===== src/design/tdag_pkg.sv =====
// Package for the time displacement address generator.
// Holds field widths, register and mode codes, and the derived configuration bundle.
// No dependencies.
package tdag_pkg;

  // Item field widths
  localparam int ROW_W   = 11;
  localparam int COL_W   = 11;
  localparam int MAP_W   = 16;
  localparam int FRAME_W = 8;

  // Configuration register widths
  localparam int MODE_W  = 2;
  localparam int OFF_W   = 8;
  localparam int SIZE_W  = 12;
  localparam int DEPTH_W = 9;
  localparam int CFG_IDX_W  = 3;
  localparam int CFG_DATA_W = 12;

  // Slice height and reciprocal widths
  localparam int SLICE_W   = 12;
  localparam int SHIFT_S   = 24;            // band = (x * recip_s) >> SHIFT_S
  localparam int RECIP_S_W = SHIFT_S + 1;
  localparam int SHIFT_D   = 26;            // q = (x * recip_d) >> SHIFT_D
  localparam int RECIP_D_W = SHIFT_D + 1;
  localparam int XMOD_W    = 17;            // map_value + sync_offset

  // Serial divider widths
  localparam int DIV_NUM_W = 27;
  localparam int DIV_DEN_W = 12;
  localparam int DIV_CNT_W = 5;

  // Stream payload widths
  localparam int S_TDATA_W = 40;
  localparam int M_TDATA_W = 32;

  // Register indexes
  localparam logic [CFG_IDX_W-1:0] REG_MODE   = 3'd0;
  localparam logic [CFG_IDX_W-1:0] REG_SYNC   = 3'd1;
  localparam logic [CFG_IDX_W-1:0] REG_SQUISH = 3'd2;
  localparam logic [CFG_IDX_W-1:0] REG_WIDTH  = 3'd3;
  localparam logic [CFG_IDX_W-1:0] REG_HEIGHT = 3'd4;
  localparam logic [CFG_IDX_W-1:0] REG_DEPTH  = 3'd5;

  // Mode codes (code 3 behaves as row bands)
  localparam logic [MODE_W-1:0] MODE_ROW = 2'd0;
  localparam logic [MODE_W-1:0] MODE_COL = 2'd1;
  localparam logic [MODE_W-1:0] MODE_MAP = 2'd2;

  // Configuration and precomputed terms seen by the datapath
  typedef struct packed {
    logic [MODE_W-1:0]    mode;
    logic                 squish;
    logic [OFF_W-1:0]     sync_offset;
    logic [DEPTH_W-1:0]   depth;       // limited depth, 1..MAX_DEPTH
    logic [DEPTH_W-1:0]   off_mod;     // sync_offset mod depth
    logic [SIZE_W-1:0]    h_max;       // limited height - 1
    logic [SLICE_W-1:0]   slice_h;     // ceil(height / depth)
    logic [RECIP_S_W-1:0] recip_h;     // floor(2^24 / slice_h) + 1
    logic [RECIP_S_W-1:0] recip_w;     // floor(2^24 / slice_w) + 1
    logic [RECIP_D_W-1:0] recip_d;     // floor(2^26 / depth) + 1
  } tdag_derived_t;

endpackage


===== src/design/tdag_div.sv =====
// Restoring serial divider, one quotient bit per cycle.
// Used by the configuration block to precompute slice heights and reciprocals.
// Depends on tdag_pkg.
module tdag_div (
  input  logic                           clk,
  input  logic                           rst,
  input  logic                           start,
  input  logic [tdag_pkg::DIV_NUM_W-1:0] dividend,
  input  logic [tdag_pkg::DIV_DEN_W-1:0] divisor,
  output logic                           done,
  output logic [tdag_pkg::DIV_NUM_W-1:0] quotient,
  output logic [tdag_pkg::DIV_DEN_W-1:0] remainder
);
  import tdag_pkg::*;

  logic                 running;
  logic [DIV_CNT_W-1:0] count;
  logic [DIV_DEN_W-1:0] den;
  logic [DIV_NUM_W-1:0] quo;
  logic [DIV_DEN_W-1:0] rem;
  logic [DIV_DEN_W:0]   trial;
  logic                 fits;

  // Shift in the next dividend bit and try the divisor
  always_comb begin
    trial = {rem, quo[DIV_NUM_W-1]};
    fits  = (trial >= {1'b0, den});
  end

  // Control: count the steps, pulse done after the last one
  always_ff @(posedge clk) begin
    if (rst) begin
      running <= 1'b0;
      done    <= 1'b0;
      count   <= '0;
    end else begin
      done <= 1'b0;
      if (start) begin
        running <= 1'b1;
        count   <= '0;
      end else if (running) begin
        count <= count + 1'b1;
        if (count == DIV_CNT_W'(DIV_NUM_W - 1)) begin
          running <= 1'b0;
          done    <= 1'b1;
        end
      end
    end
  end

  // Datapath: load operands, then one step per cycle
  always_ff @(posedge clk) begin
    if (start) begin
      den <= divisor;
      quo <= dividend;
      rem <= '0;
    end else if (running) begin
      rem <= fits ? DIV_DEN_W'(trial - {1'b0, den}) : trial[DIV_DEN_W-1:0];
      quo <= {quo[DIV_NUM_W-2:0], fits};
    end
  end

  assign quotient  = quo;
  assign remainder = rem;

endmodule


===== src/design/tdag_cfg.sv =====
// Configuration registers and the sequencer that precomputes derived terms.
// Runs six divisions on the shared serial divider after reset and each write.
// Depends on tdag_pkg and tdag_div.
module tdag_cfg #(
  parameter int MAX_DEPTH  = 256,
  parameter int MAX_WIDTH  = 2048,
  parameter int MAX_HEIGHT = 2048
) (
  input  logic                            clk,
  input  logic                            rst,
  input  logic                            cfg_valid,
  output logic                            cfg_ready,
  input  logic [tdag_pkg::CFG_IDX_W-1:0]  cfg_index,
  input  logic [tdag_pkg::CFG_DATA_W-1:0] cfg_data,
  output logic                            busy,
  output tdag_pkg::tdag_derived_t         derived
);
  import tdag_pkg::*;

  typedef enum logic [1:0] {ST_IDLE, ST_LAUNCH, ST_WAIT} seq_state_t;
  localparam logic [2:0] STEP_LAST = 3'd5;

  logic [MODE_W-1:0]  mode;
  logic [OFF_W-1:0]   sync_offset;
  logic               squish;
  logic [SIZE_W-1:0]  frame_width;
  logic [SIZE_W-1:0]  frame_height;
  logic [DEPTH_W-1:0] frame_depth;

  logic [SIZE_W-1:0]  w_lim;
  logic [SIZE_W-1:0]  h_lim;
  logic [DEPTH_W-1:0] d_lim;

  seq_state_t state;
  logic [2:0] step;

  logic [SLICE_W-1:0]   slice_h;
  logic [SLICE_W-1:0]   slice_w;
  logic [RECIP_S_W-1:0] recip_h;
  logic [RECIP_S_W-1:0] recip_w;
  logic [RECIP_D_W-1:0] recip_d;
  logic [DEPTH_W-1:0]   off_mod;

  logic                 div_start;
  logic [DIV_NUM_W-1:0] div_num;
  logic [DIV_DEN_W-1:0] div_den;
  logic                 div_done;
  logic [DIV_NUM_W-1:0] div_quo;
  logic [DIV_DEN_W-1:0] div_rem;
  logic                 cfg_write;

  assign cfg_ready = 1'b1;
  assign cfg_write = cfg_valid & cfg_ready;

  // Register file
  always_ff @(posedge clk) begin
    if (rst) begin
      mode         <= MODE_ROW;
      sync_offset  <= '0;
      squish       <= 1'b0;
      frame_width  <= SIZE_W'(640);
      frame_height <= SIZE_W'(480);
      frame_depth  <= DEPTH_W'(16);
    end else if (cfg_write) begin
      case (cfg_index)
        REG_MODE:   mode         <= cfg_data[MODE_W-1:0];
        REG_SYNC:   sync_offset  <= cfg_data[OFF_W-1:0];
        REG_SQUISH: squish       <= cfg_data[0];
        REG_WIDTH:  frame_width  <= cfg_data[SIZE_W-1:0];
        REG_HEIGHT: frame_height <= cfg_data[SIZE_W-1:0];
        REG_DEPTH:  frame_depth  <= cfg_data[DEPTH_W-1:0];
        default: ;
      endcase
    end
  end

  // Limit sizes: zero reads as one, oversize saturates
  always_comb begin
    if (frame_width == '0)                 w_lim = SIZE_W'(1);
    else if (32'(frame_width) > MAX_WIDTH) w_lim = SIZE_W'(MAX_WIDTH);
    else                                   w_lim = frame_width;
    if (frame_height == '0)                  h_lim = SIZE_W'(1);
    else if (32'(frame_height) > MAX_HEIGHT) h_lim = SIZE_W'(MAX_HEIGHT);
    else                                     h_lim = frame_height;
    if (frame_depth == '0)                 d_lim = DEPTH_W'(1);
    else if (32'(frame_depth) > MAX_DEPTH) d_lim = DEPTH_W'(MAX_DEPTH);
    else                                   d_lim = frame_depth;
  end

  // Operands of each division step
  always_comb begin
    case (step)
      3'd0: begin
        div_num = DIV_NUM_W'(h_lim) + DIV_NUM_W'(d_lim) - DIV_NUM_W'(1);
        div_den = DIV_DEN_W'(d_lim);
      end
      3'd1: begin
        div_num = DIV_NUM_W'(w_lim) + DIV_NUM_W'(d_lim) - DIV_NUM_W'(1);
        div_den = DIV_DEN_W'(d_lim);
      end
      3'd2: begin
        div_num = DIV_NUM_W'(1) << SHIFT_D;
        div_den = DIV_DEN_W'(d_lim);
      end
      3'd3: begin
        div_num = DIV_NUM_W'(sync_offset);
        div_den = DIV_DEN_W'(d_lim);
      end
      3'd4: begin
        div_num = DIV_NUM_W'(1) << SHIFT_S;
        div_den = slice_h;
      end
      default: begin
        div_num = DIV_NUM_W'(1) << SHIFT_S;
        div_den = slice_w;
      end
    endcase
  end

  assign div_start = (state == ST_LAUNCH);

  tdag_div u_div (
    .clk       (clk),
    .rst       (rst),
    .start     (div_start),
    .dividend  (div_num),
    .divisor   (div_den),
    .done      (div_done),
    .quotient  (div_quo),
    .remainder (div_rem)
  );

  // Sequencer: restart on every write, step through the divisions
  always_ff @(posedge clk) begin
    if (rst) begin
      state <= ST_LAUNCH;
      step  <= '0;
    end else if (cfg_write) begin
      state <= ST_LAUNCH;
      step  <= '0;
    end else begin
      case (state)
        ST_LAUNCH: state <= ST_WAIT;
        ST_WAIT: begin
          if (div_done) begin
            if (step == STEP_LAST) begin
              state <= ST_IDLE;
            end else begin
              step  <= step + 3'd1;
              state <= ST_LAUNCH;
            end
          end
        end
        default: state <= ST_IDLE;
      endcase
    end
  end

  // Capture each division result
  always_ff @(posedge clk) begin
    if (state == ST_WAIT && div_done && !cfg_write) begin
      case (step)
        3'd0:    slice_h <= div_quo[SLICE_W-1:0];
        3'd1:    slice_w <= div_quo[SLICE_W-1:0];
        3'd2:    recip_d <= div_quo[RECIP_D_W-1:0] + RECIP_D_W'(1);
        3'd3:    off_mod <= div_rem[DEPTH_W-1:0];
        3'd4:    recip_h <= div_quo[RECIP_S_W-1:0] + RECIP_S_W'(1);
        default: recip_w <= div_quo[RECIP_S_W-1:0] + RECIP_S_W'(1);
      endcase
    end
  end

  assign busy = (state != ST_IDLE);

  always_comb begin
    derived.mode        = mode;
    derived.squish      = squish;
    derived.sync_offset = sync_offset;
    derived.depth       = d_lim;
    derived.off_mod     = off_mod;
    derived.h_max       = h_lim - SIZE_W'(1);
    derived.slice_h     = slice_h;
    derived.recip_h     = recip_h;
    derived.recip_w     = recip_w;
    derived.recip_d     = recip_d;
  end

endmodule


===== src/design/tdag_pipe.sv =====
// Five-stage address datapath with per-stage valid bits and bubble collapsing.
// Band by reciprocal multiply, modulo depth by reciprocal multiply and correction.
// Depends on tdag_pkg.
module tdag_pipe (
  input  logic                          clk,
  input  logic                          rst,
  input  tdag_pkg::tdag_derived_t       derived,
  input  logic                          in_valid,
  output logic                          in_ready,
  input  logic [tdag_pkg::ROW_W-1:0]    in_row,
  input  logic [tdag_pkg::COL_W-1:0]    in_col,
  input  logic [tdag_pkg::MAP_W-1:0]    in_map,
  output logic                          out_valid,
  input  logic                          out_ready,
  output logic [tdag_pkg::FRAME_W-1:0]  out_frame,
  output logic [tdag_pkg::ROW_W-1:0]    out_row,
  output logic [tdag_pkg::COL_W-1:0]    out_col
);
  import tdag_pkg::*;

  localparam int PB_W = ROW_W + RECIP_S_W;   // band product
  localparam int PS_W = ROW_W + SLICE_W;     // squish row product
  localparam int PM_W = XMOD_W + RECIP_D_W;  // modulo product
  localparam int QD_W = XMOD_W + DEPTH_W;

  logic v1, v2, v3, v4, v5;
  logic en1, en2, en3, en4, en5;

  // Stage 1 registers
  logic [ROW_W-1:0] s1_row;
  logic [COL_W-1:0] s1_col;
  logic [MAP_W-1:0] s1_map;
  logic [PB_W-1:0]  s1_prod_band;
  logic [PS_W-1:0]  s1_prod_sq;
  // Stage 2 registers
  logic [XMOD_W-1:0] s2_x;
  logic [ROW_W-1:0]  s2_srow;
  logic [COL_W-1:0]  s2_col;
  // Stage 3 registers
  logic [XMOD_W-1:0] s3_x;
  logic [PM_W-1:0]   s3_prod;
  logic [ROW_W-1:0]  s3_srow;
  logic [COL_W-1:0]  s3_col;
  // Stage 4 registers
  logic [DEPTH_W-1:0] s4_r;
  logic [ROW_W-1:0]   s4_srow;
  logic [COL_W-1:0]   s4_col;
  // Stage 5 (output) registers
  logic [FRAME_W-1:0] s5_frame;
  logic [ROW_W-1:0]   s5_srow;
  logic [COL_W-1:0]   s5_col;

  logic [ROW_W-1:0]     x_div;
  logic [RECIP_S_W-1:0] recip_s;
  logic [ROW_W-1:0]     q_band;
  logic [XMOD_W-1:0]    x_next;
  logic [ROW_W-1:0]     srow_next;
  logic [XMOD_W-1:0]    qd;
  logic [QD_W-1:0]      qd_times;
  logic [XMOD_W-1:0]    r_full;
  logic [DEPTH_W-1:0]   t_base;
  logic [DEPTH_W:0]     t_sum;
  logic [DEPTH_W-1:0]   t_wrap;
  logic                 use_map;

  // Stage enables: a stage loads when it is empty or the next one moves
  always_comb begin
    en5 = !v5 || out_ready;
    en4 = !v4 || en5;
    en3 = !v3 || en4;
    en2 = !v2 || en3;
    en1 = !v1 || en2;
  end

  assign in_ready = en1;
  assign use_map  = !derived.squish && (derived.mode == MODE_MAP);

  // Valid bits
  always_ff @(posedge clk) begin
    if (rst) begin
      v1 <= 1'b0;
      v2 <= 1'b0;
      v3 <= 1'b0;
      v4 <= 1'b0;
      v5 <= 1'b0;
    end else begin
      if (en1) v1 <= in_valid;
      if (en2) v2 <= v1;
      if (en3) v3 <= v2;
      if (en4) v4 <= v3;
      if (en5) v5 <= v4;
    end
  end

  // Stage 1: pick the band coordinate, multiply by the slice reciprocal
  always_comb begin
    if (derived.mode == MODE_COL) begin
      x_div   = in_col;
      recip_s = derived.recip_w;
    end else begin
      x_div   = in_row;
      recip_s = derived.recip_h;
    end
  end

  always_ff @(posedge clk) begin
    if (en1) begin
      s1_row       <= in_row;
      s1_col       <= in_col;
      s1_map       <= in_map;
      s1_prod_band <= PB_W'(x_div) * PB_W'(recip_s);
      s1_prod_sq   <= PS_W'(in_row) * PS_W'(derived.slice_h);
    end
  end

  // Stage 2: select the value to reduce mod depth, clamp the squish row
  always_comb begin
    q_band = s1_prod_band[SHIFT_S +: ROW_W];
    if (derived.squish) begin
      x_next = XMOD_W'(s1_row);
    end else if (derived.mode == MODE_MAP) begin
      x_next = XMOD_W'(s1_map) + XMOD_W'(derived.sync_offset);
    end else begin
      x_next = XMOD_W'(q_band);
    end
    if (!derived.squish) begin
      srow_next = s1_row;
    end else if (s1_prod_sq > PS_W'(derived.h_max)) begin
      srow_next = derived.h_max[ROW_W-1:0];
    end else begin
      srow_next = s1_prod_sq[ROW_W-1:0];
    end
  end

  always_ff @(posedge clk) begin
    if (en2) begin
      s2_x    <= x_next;
      s2_srow <= srow_next;
      s2_col  <= s1_col;
    end
  end

  // Stage 3: multiply by the depth reciprocal
  always_ff @(posedge clk) begin
    if (en3) begin
      s3_x    <= s2_x;
      s3_prod <= PM_W'(s2_x) * PM_W'(derived.recip_d);
      s3_srow <= s2_srow;
      s3_col  <= s2_col;
    end
  end

  // Stage 4: remainder = x - quotient * depth
  always_comb begin
    qd       = s3_prod[SHIFT_D +: XMOD_W];
    qd_times = QD_W'(qd) * QD_W'(derived.depth);
    r_full   = s3_x - qd_times[XMOD_W-1:0];
  end

  always_ff @(posedge clk) begin
    if (en4) begin
      s4_r    <= r_full[DEPTH_W-1:0];
      s4_srow <= s3_srow;
      s4_col  <= s3_col;
    end
  end

  // Stage 5: mirror the band and add the offset, wrap once; map mode passes the remainder through
  always_comb begin
    t_base = derived.depth - DEPTH_W'(1) - s4_r;
    t_sum  = (DEPTH_W + 1)'(t_base) + (DEPTH_W + 1)'(derived.off_mod);
    if (t_sum >= (DEPTH_W + 1)'(derived.depth)) begin
      t_wrap = DEPTH_W'(t_sum - (DEPTH_W + 1)'(derived.depth));
    end else begin
      t_wrap = t_sum[DEPTH_W-1:0];
    end
  end

  always_ff @(posedge clk) begin
    if (en5) begin
      s5_frame <= use_map ? s4_r[FRAME_W-1:0] : t_wrap[FRAME_W-1:0];
      s5_srow  <= s4_srow;
      s5_col   <= s4_col;
    end
  end

  assign out_valid = v5;
  assign out_frame = s5_frame;
  assign out_row   = s5_srow;
  assign out_col   = s5_col;

endmodule


===== src/design/time_displacement_address_gen.sv =====
// Slit-scan time displacement address generator, top level.
// Maps each output pixel to a source frame, row and column of a frame cube.
// Usage:
//   Slave stream carries one output pixel per transaction (row, column, map value).
//   Master stream returns one transaction per input: source frame, row, column.
//   The config channel writes registers 0..5 (mode, sync_offset, squish, width,
//   height, depth); cfg_ready is always high, indexes 6 and 7 are ignored.
// Timing:
//   An accepted input passes through the stage registers s1 to s5 before m_tvalid
//   rises. The datapath is a five-stage pipeline and takes one pixel per clock
//   while m_tready is high and the config block is not busy.
//   After reset and after every register write, a shared serial divider works out
//   slice heights, reciprocals and the offset modulo in six divisions, and s_tready
//   stays low until they are done. Config writes are taken throughout.
// Stalls:
//   Each stage has its own valid bit; when m_tready is low, empty stages still fill,
//   so up to five transactions are held and none is lost or repeated.
// Depends on tdag_pkg, tdag_cfg, tdag_div and tdag_pipe.
module time_displacement_address_gen #(
  parameter int MAX_DEPTH  = 256,
  parameter int MAX_WIDTH  = 2048,
  parameter int MAX_HEIGHT = 2048
) (
  input  logic                            clk,
  input  logic                            rst,
  // Input stream
  input  logic                            s_tvalid,
  output logic                            s_tready,
  // s_tdata: out_row [10:0], out_col [21:11], map_value [37:22], zero [39:38]
  input  logic [tdag_pkg::S_TDATA_W-1:0]  s_tdata,
  // Result stream
  output logic                            m_tvalid,
  input  logic                            m_tready,
  // m_tdata: source_frame [7:0], source_row [18:8], source_col [29:19], zero [31:30]
  output logic [tdag_pkg::M_TDATA_W-1:0]  m_tdata,
  // Configuration write channel
  input  logic                            cfg_valid,
  output logic                            cfg_ready,
  input  logic [tdag_pkg::CFG_IDX_W-1:0]  cfg_index,
  input  logic [tdag_pkg::CFG_DATA_W-1:0] cfg_data
);
  import tdag_pkg::*;

  tdag_derived_t      derived;
  logic               cfg_busy;
  logic               pipe_ready;
  logic [FRAME_W-1:0] res_frame;
  logic [ROW_W-1:0]   res_row;
  logic [COL_W-1:0]   res_col;

  tdag_cfg #(
    .MAX_DEPTH  (MAX_DEPTH),
    .MAX_WIDTH  (MAX_WIDTH),
    .MAX_HEIGHT (MAX_HEIGHT)
  ) u_cfg (
    .clk       (clk),
    .rst       (rst),
    .cfg_valid (cfg_valid),
    .cfg_ready (cfg_ready),
    .cfg_index (cfg_index),
    .cfg_data  (cfg_data),
    .busy      (cfg_busy),
    .derived   (derived)
  );

  // Hold off input while derived terms are being computed
  assign s_tready = pipe_ready & !cfg_busy;

  tdag_pipe u_pipe (
    .clk       (clk),
    .rst       (rst),
    .derived   (derived),
    .in_valid  (s_tvalid & !cfg_busy),
    .in_ready  (pipe_ready),
    .in_row    (s_tdata[ROW_W-1:0]),
    .in_col    (s_tdata[ROW_W +: COL_W]),
    .in_map    (s_tdata[ROW_W + COL_W +: MAP_W]),
    .out_valid (m_tvalid),
    .out_ready (m_tready),
    .out_frame (res_frame),
    .out_row   (res_row),
    .out_col   (res_col)
  );

  assign m_tdata = {{(M_TDATA_W - FRAME_W - ROW_W - COL_W){1'b0}}, res_col, res_row, res_frame};

endmodule

===== config.mk =====
export PLATFORM = sky130hd
export DESIGN_NAME = time_displacement_address_gen
export DESIGN_NICKNAME = d
export VERILOG_FILES = /design/src/design/tdag_pkg.sv /design/src/design/tdag_div.sv /design/src/design/tdag_cfg.sv /design/src/design/tdag_pipe.sv /design/src/design/time_displacement_address_gen.sv
export SDC_FILE = /design/constraint.sdc
export NUM_CORES = 2
export LEC_CHECK = 0
export BUFFER_PORTS_ARGS = -buffer_cell sky130_fd_sc_hd__buf_4
export CAP_MARGIN = 30
export CORE_AREA = 5 5 247 345
export DETAILED_ROUTE_END_ITERATION = 7
export DIE_AREA = 0 0 252 350
export PLACE_DENSITY = 0.71
export SKIP_CTS_REPAIR_TIMING = 1
export SLEW_MARGIN = 10
export SYNTH_ARGS = -nofsm -noshare
export SYNTH_HDL_FRONTEND = slang
export SYNTH_SLANG_ARGS = --single-unit

===== constraint.sdc =====
create_clock -name clk -period 8 [get_ports clk]
set_input_delay 0.8 -clock clk [delete_from_list [all_inputs] [get_ports clk]]
set_output_delay 0.8 -clock clk [all_outputs]
set_load 0.03 [all_outputs]

Yosys cells after proc, flatten, opt, wreduce, memory -nomap -nowiden
Index checks and enable logic that the tools add are counted.

word-level totals
  input bits = 60
  output and inout bits = 35
  register bits after elaboration = 492

cells by class
  $mul = 4
  $lt $le $gt $ge = 6
  reduce and logical (&&, ||, !) cells = 42
  add/sub/neg operators = 16
  mux-type cells = 26
  bitwise logic cells = 6
  equality and inequality tests = 16

operators by type and width
  kind                                                 count
  one-hot mux 27 bit (4 select lines)                  1
  2-to-1 mux 12 bit                                    5
  2-to-1 mux 11 bit                                    5
  2-to-1 mux 27 bit                                    2
  subtractor 27 x 1 -> 27 bit (second input constant)  2
  multiplier 17 x 27 -> 43 bit                         1
  multiplier 11 x 25 -> 35 bit                         1
  adder 27 x 1 -> 27 bit (second input constant)       1
  adder 12 x 9 -> 13 bit                               2
  adder 25 x 1 -> 25 bit (second input constant)       1
  2-to-1 mux 25 bit                                    1
  > comparator 12 bit (second input constant)          2
  zero test 12 bit                                     2
  one-hot mux 12 bit (2 select lines)                  1
  AND reduction 2 bit                                  12
  > comparator 23 x 12 -> 1 bit                        1
  multiplier 11 x 12 -> 23 bit                         1
  2-to-1 mux 9 bit                                     2
  subtractor 9 bit                                     2
  adder 16 x 8 -> 17 bit                               1
  multiplier 17 x 9 -> 9 bit                           1
  2-to-1 mux 8 bit                                     2
  >= comparator 13 x 12 -> 1 bit                       1
  == test 3 x 2 -> 1 bit (second input constant)       4
  other kinds (31)                                     62

Depth between registers and ports, before layout
  word-level depth = 9
  mapped depth = 27
  gate-level depth less buffers = 24

Cells and area by module
A second synthesis with hierarchy kept.

second synthesis, totals
  cells, all modules = 4611
  area total of the unflattened synthesis = 45710.1 µm²

modules (own cells, without submodules)
  module                         instances  cells an instance  area each (µm²)
  tdag_pipe                      1          3597               34888.5
  tdag_cfg                       1          749                7797.5
  tdag_div                       1          260                2992.9
  time_displacement_address_gen  1          5                  31.3

Worst setup path after synthesis
No wires, ideal clock.

  path kind = register to register
  start point = register u_cfg.mode[0]
  end point = register u_pipe.s1_prod_band[34] (data pin)
  arrival = 6.480 ns
  setup slack = 1.260 ns
  stages on the path, launching flop included = 25
  path through = dfxtp_1 nor2b_1 clkbuf_1 buf_1 nand2_1 nand2_1 clkbuf_1 nand2_1 fa_1 fa_1 inv_1 fa_1 fa_1 inv_1 fa_1 inv_1 ha_1 nand3_1 or4_1 o41a_1 o31ai_4 nor3_1 o21bai_2 a21oi_1 xnor2_1

between the ends
  word-level cells in the longest chain between the ends = 3

ends and longest elaborated chain
  what                                                           line              RTL
  from (decl)                                                    tdag_cfg.sv:23    logic [MODE_W-1:0] mode;
  from (signal assigned)                                         tdag_cfg.sv:66    REG_MODE: mode <= cfg_data[MODE_W-1:0];
  == test 2 x 1 -> 1 bit *                                       tdag_pipe.sv:97   if (derived.mode == MODE_COL) begin
  2-to-1 mux 11 bit / 2-to-1 mux 25 bit (equally long branches)  tdag_pipe.sv:97
  multiplier 11 x 25 -> 35 bit *                                 tdag_pipe.sv:111  s1_prod_band <= PB_W'(x_div) * PB_W'(recip_s);
  to (signal assigned)                                           tdag_pipe.sv:111
  to (decl)                                                      tdag_pipe.sv:33   logic [PB_W-1:0] s1_prod_band;

Every way passes the cells marked *; elsewhere a longest branch is shown, timed or not.
A chain may end at the register's enable or synchronous reset.

Worst setup path after layout
Ends and elaborated chain as after synthesis.

==> summary.txt <==
STA
  • Final hold vios: 0
  • Setup TNS Final: 0 ns
  • Slew @ Worst Pin: 0.993 ns
  • Max-slew violation count: 0
  • Clock skew: 0.0195 ns
  • Relative slew slack: 33.6%
  • Min Tclk post-route: 7.39 ns
  • Period utilisation layout: 92.4%
  • Fmax: 0.135 GHz
  • Unrepaired setup endpoints after global routing: false
  • Final setup vio count: 0

Global route
  • Largest net degree at the start of global routing: 64
  • Global-route wire length before repair: 183000 um
  • Vias in the first global route: 34.3k
  • Initial antenna violation count: 2
  • GRT Overall Usage: 26.4%
  • Grt ovf: 0

Critical path
  • Crit path kind: flop to flop
  • Slowest cell on crit path: o41a_1
  • Slowest stage delay, CP: about 0.63 ns
  • Cell repeated most along the worst path: fa_1
  • Crit. End Element: flop
  • Worst-path cell chain: nor2b_4 -> buf_4 -> nand2_1 -> nand2_1 -> nand2_1 -> fa_1 -> fa_1 -> inv_1 -> fa_1 -> fa_1 -> inv_1 -> fa_1 -> inv_1 -> ha_1 -> nand3_1 -> or4_1 -> o41a_1 -> o31ai_4 -> nor3_1 -> o21bai_2 -> a21oi_1 -> xnor2_1
  • CP startpoint kind: flop
  • Critical Path Fanout Max: 34
  • Worst path required time: 8.33 ns
  • Arrival time worst endpoint: 7.73 ns

Clocking
  • Clock root buffer: clkbuf_16
  • Number of buffers created by CTS: 47
  • Reg clk slew, reported paths: approximately 0.060 ns
  • Clock sink count: about 430
  • Clock tree buffer depth: 3
  • CTS tree: done
  • H-tree Lvls: 2
  • Clk_lat worst skew: around 0.58 ns

Placed design
  • Placer's final routability congestion estimate: around 0.94
  • DP HPWL: 89900 um
  • IO buf count: 89

Job
  • MaxCap Viol Count: 0

Run status
  • Outcome: completed

Synth
  • Main combinational cell family by area after synthesis: adder cells
  • Synth Flop Type: edfxtp_1
  • Sequential fraction of the synthesis area: 27.6%
  • Post-synthesis mux area share: 1.49%
  • Complex-gate fraction of the synthesized area: 5.40%
  • XOR/XNOR Fraction of Synth Area: under 10%
  • Mean Syn Cell Area: 9.78 um2
  • EDFF count, synth: ~360
  • Synth Cell Area: about 45000 um2
  • Simple-gate share of the synthesized area: 15.4%
  • Yosys reg bits: 434
  • Post-Synth Adder-Cell Area: 38.2%
  • Synth Instances: 4556
  • Async set or reset register ratio after synthesis: 0%
  • Synth warnings: 0
  • Netlist cell types: 72

Final layout
  • Commonest non-fill, non-tap cell in the layout: inv_1
  • Filler Cells Inserted: approximately 6.9k
  • Commonest cells after routing, fill and taps aside: 838 x inv_1, 819 x nand2_1, 659 x fa_1, 361 x edfxtp_1, 307 x ha_1
  • Synthesis-to-finish area growth: 8.28%
  • Antenna Cells: 0
  • Layout cell share with drive strength beyond 1: 6.19%
  • Net count, final: 5647

Worst hold path
  • Worst Hold Class: input pin to flop

Floorplan
  • Chip height: 350 um
  • Initial Utilization: 54.7%
  • Row cnt: between 100 and 150
  • Full die area: a little under 90000 um2
  • IO Pins: 95
  • Core outline area: ~80000 um2
  • Chip width: ~250 um

Detailed routing
  • WL final: 114000 um
  • Avg WL per Cell: between 15 and 20 um
  • Drt drc: 0
  • Vias per cell: 5.59
  • Via count: 32.0k
  • Drt first pass iters: 5
  • Iteration-0 DRC Markers: 2184
  • ANT nets after route: 0
-- final timing paths --
path	start	slack [ns]	cells after the start	to
worst min-delay path	s_tdata[27]	0.41	1	u_pipe.s1_map[5]
worst min register to register	u_pipe.s4_col[8]	0.41	0	u_pipe.out_col[8]
worst max-delay path	u_cfg.mode[0]	0.61	22	u_pipe.s1_prod_band[34]
worst max register to register	u_cfg.mode[0]	0.61	22	u_pipe.s1_prod_band[34]
-- synthesized netlist by cell type (12+ instances only) --
library cell | count | area share [%]
and3_1 | 20 | 0.28
fa_1 | 659 | 30
edfxtp_1 | 361 | 24
nor3_1 | 42 | 0.47
nor2_1 | 247 | 2.1
clkbuf_1 | 160 | 1.3
and2_1 | 252 | 3.5
a31oi_1 | 14 | 0.20
xor2_1 | 40 | 0.79
o21a_1 | 14 | 0.24
nor2b_1 | 33 | 0.46
nand2b_1 | 17 | 0.24
inv_1 | 839 | 7.1
dfxtp_1 | 73 | 3.3
o21ai_0 | 86 | 0.97
a21oi_1 | 123 | 1.4
xnor2_1 | 130 | 2.6
nand4_1 | 12 | 0.17
a21o_1 | 28 | 0.47
nand2_1 | 821 | 6.9
nand3_1 | 40 | 0.45
ha_1 | 307 | 8.6
mux2i_1 | 57 | 1.3
-- worst max-delay path: cells and delay by family, from the launching register on --
kind	cells	cell delay, ns
flip-flops	1	0.49
buffers and inverters	4	0.64
adder cells (fa/ha/maj)	6	2.75
XOR/XNOR	1	0.12
AND/OR/NAND/NOR	7	1.85
AO/OA/AOI/OAI	4	1.27
-- area by class of cell --
type,count,area [um2],share of cell area [%]
tap,1071,1340,2.78
clock buffer,56,1250,2.59
clock inverter,28,250,0.519
inverter,839,3150,6.53
multi-input combinational,3115,28500,59.1
sequential,434,12300,25.5
timing repair buffer,184,1440,2.98
-- per-layer routing --
layer	up-vias	share of wire, %	global-route usage (%)
met3	361	6.4	2.91
met4	0	5.8	12.6
li1	14300	-	-
met5	-	0	0
met1	16100	36	31.3
met2	1206	51	47.9
-- state kept, by name, summed over array words and instances (netlist names), 12 cells and up --
signal                 flops
u_cfg.slice_w             12
u_pipe.s2_x               17
u_cfg.u_div.remainder     12
u_cfg.u_div.quotient      27
u_cfg.recip_d             27
u_cfg.recip_w             25
u_cfg.slice_h             12
u_cfg.frame_height        12
u_cfg.recip_h             25
u_cfg.frame_width         12
u_pipe.s1_prod_sq         23
u_pipe.s1_map             16
u_cfg.u_div.den           12
-- metrics by stage --
| stage | instance area (um2) | std cells | util, % | worst slack, ns | hold slack, ns |
|---|---|---|---|---|---|
| 2_1_floorplan | 44600 | 4558 | - | 1.26 | 0.400 |
| 3_3_place_gp | 46600 | 5636 | 57.3 | 0.696 | 0.402 |
| 3_5_place_dp | 46700 | 5639 | 57.3 | 0.650 | 0.405 |
| 4_1_cts | 48200 | 5723 | 59.2 | 0.643 | 0.378 |
| 5_1_grt | 48300 | 5727 | 59.2 | 0.234 | 0.383 |
| 6_report | 48300 | 5727 | 59.2 | 0.605 | 0.406 |
-- cell families (layout without fill, tap and decap cells) --
| logic type | count (synthesis) | in the layout |
|---|---|---|
| buffers and inverters | 1009 | 1107 |
| adder cells (fa/ha/maj) | 967 | 967 |
| multiplexers | 65 | 65 |
| XOR/XNOR | 170 | 170 |
| flip-flops | 434 | 434 |
| AO/OA/AOI/OAI | 377 | 377 |
| AND/OR/NAND/NOR | 1532 | 1532 |
| other | 2 | 4 |
Power is left out: the tool's default activity adds up to more than one toggle a clock period on the data nets, which glitch-free logic cannot reach.
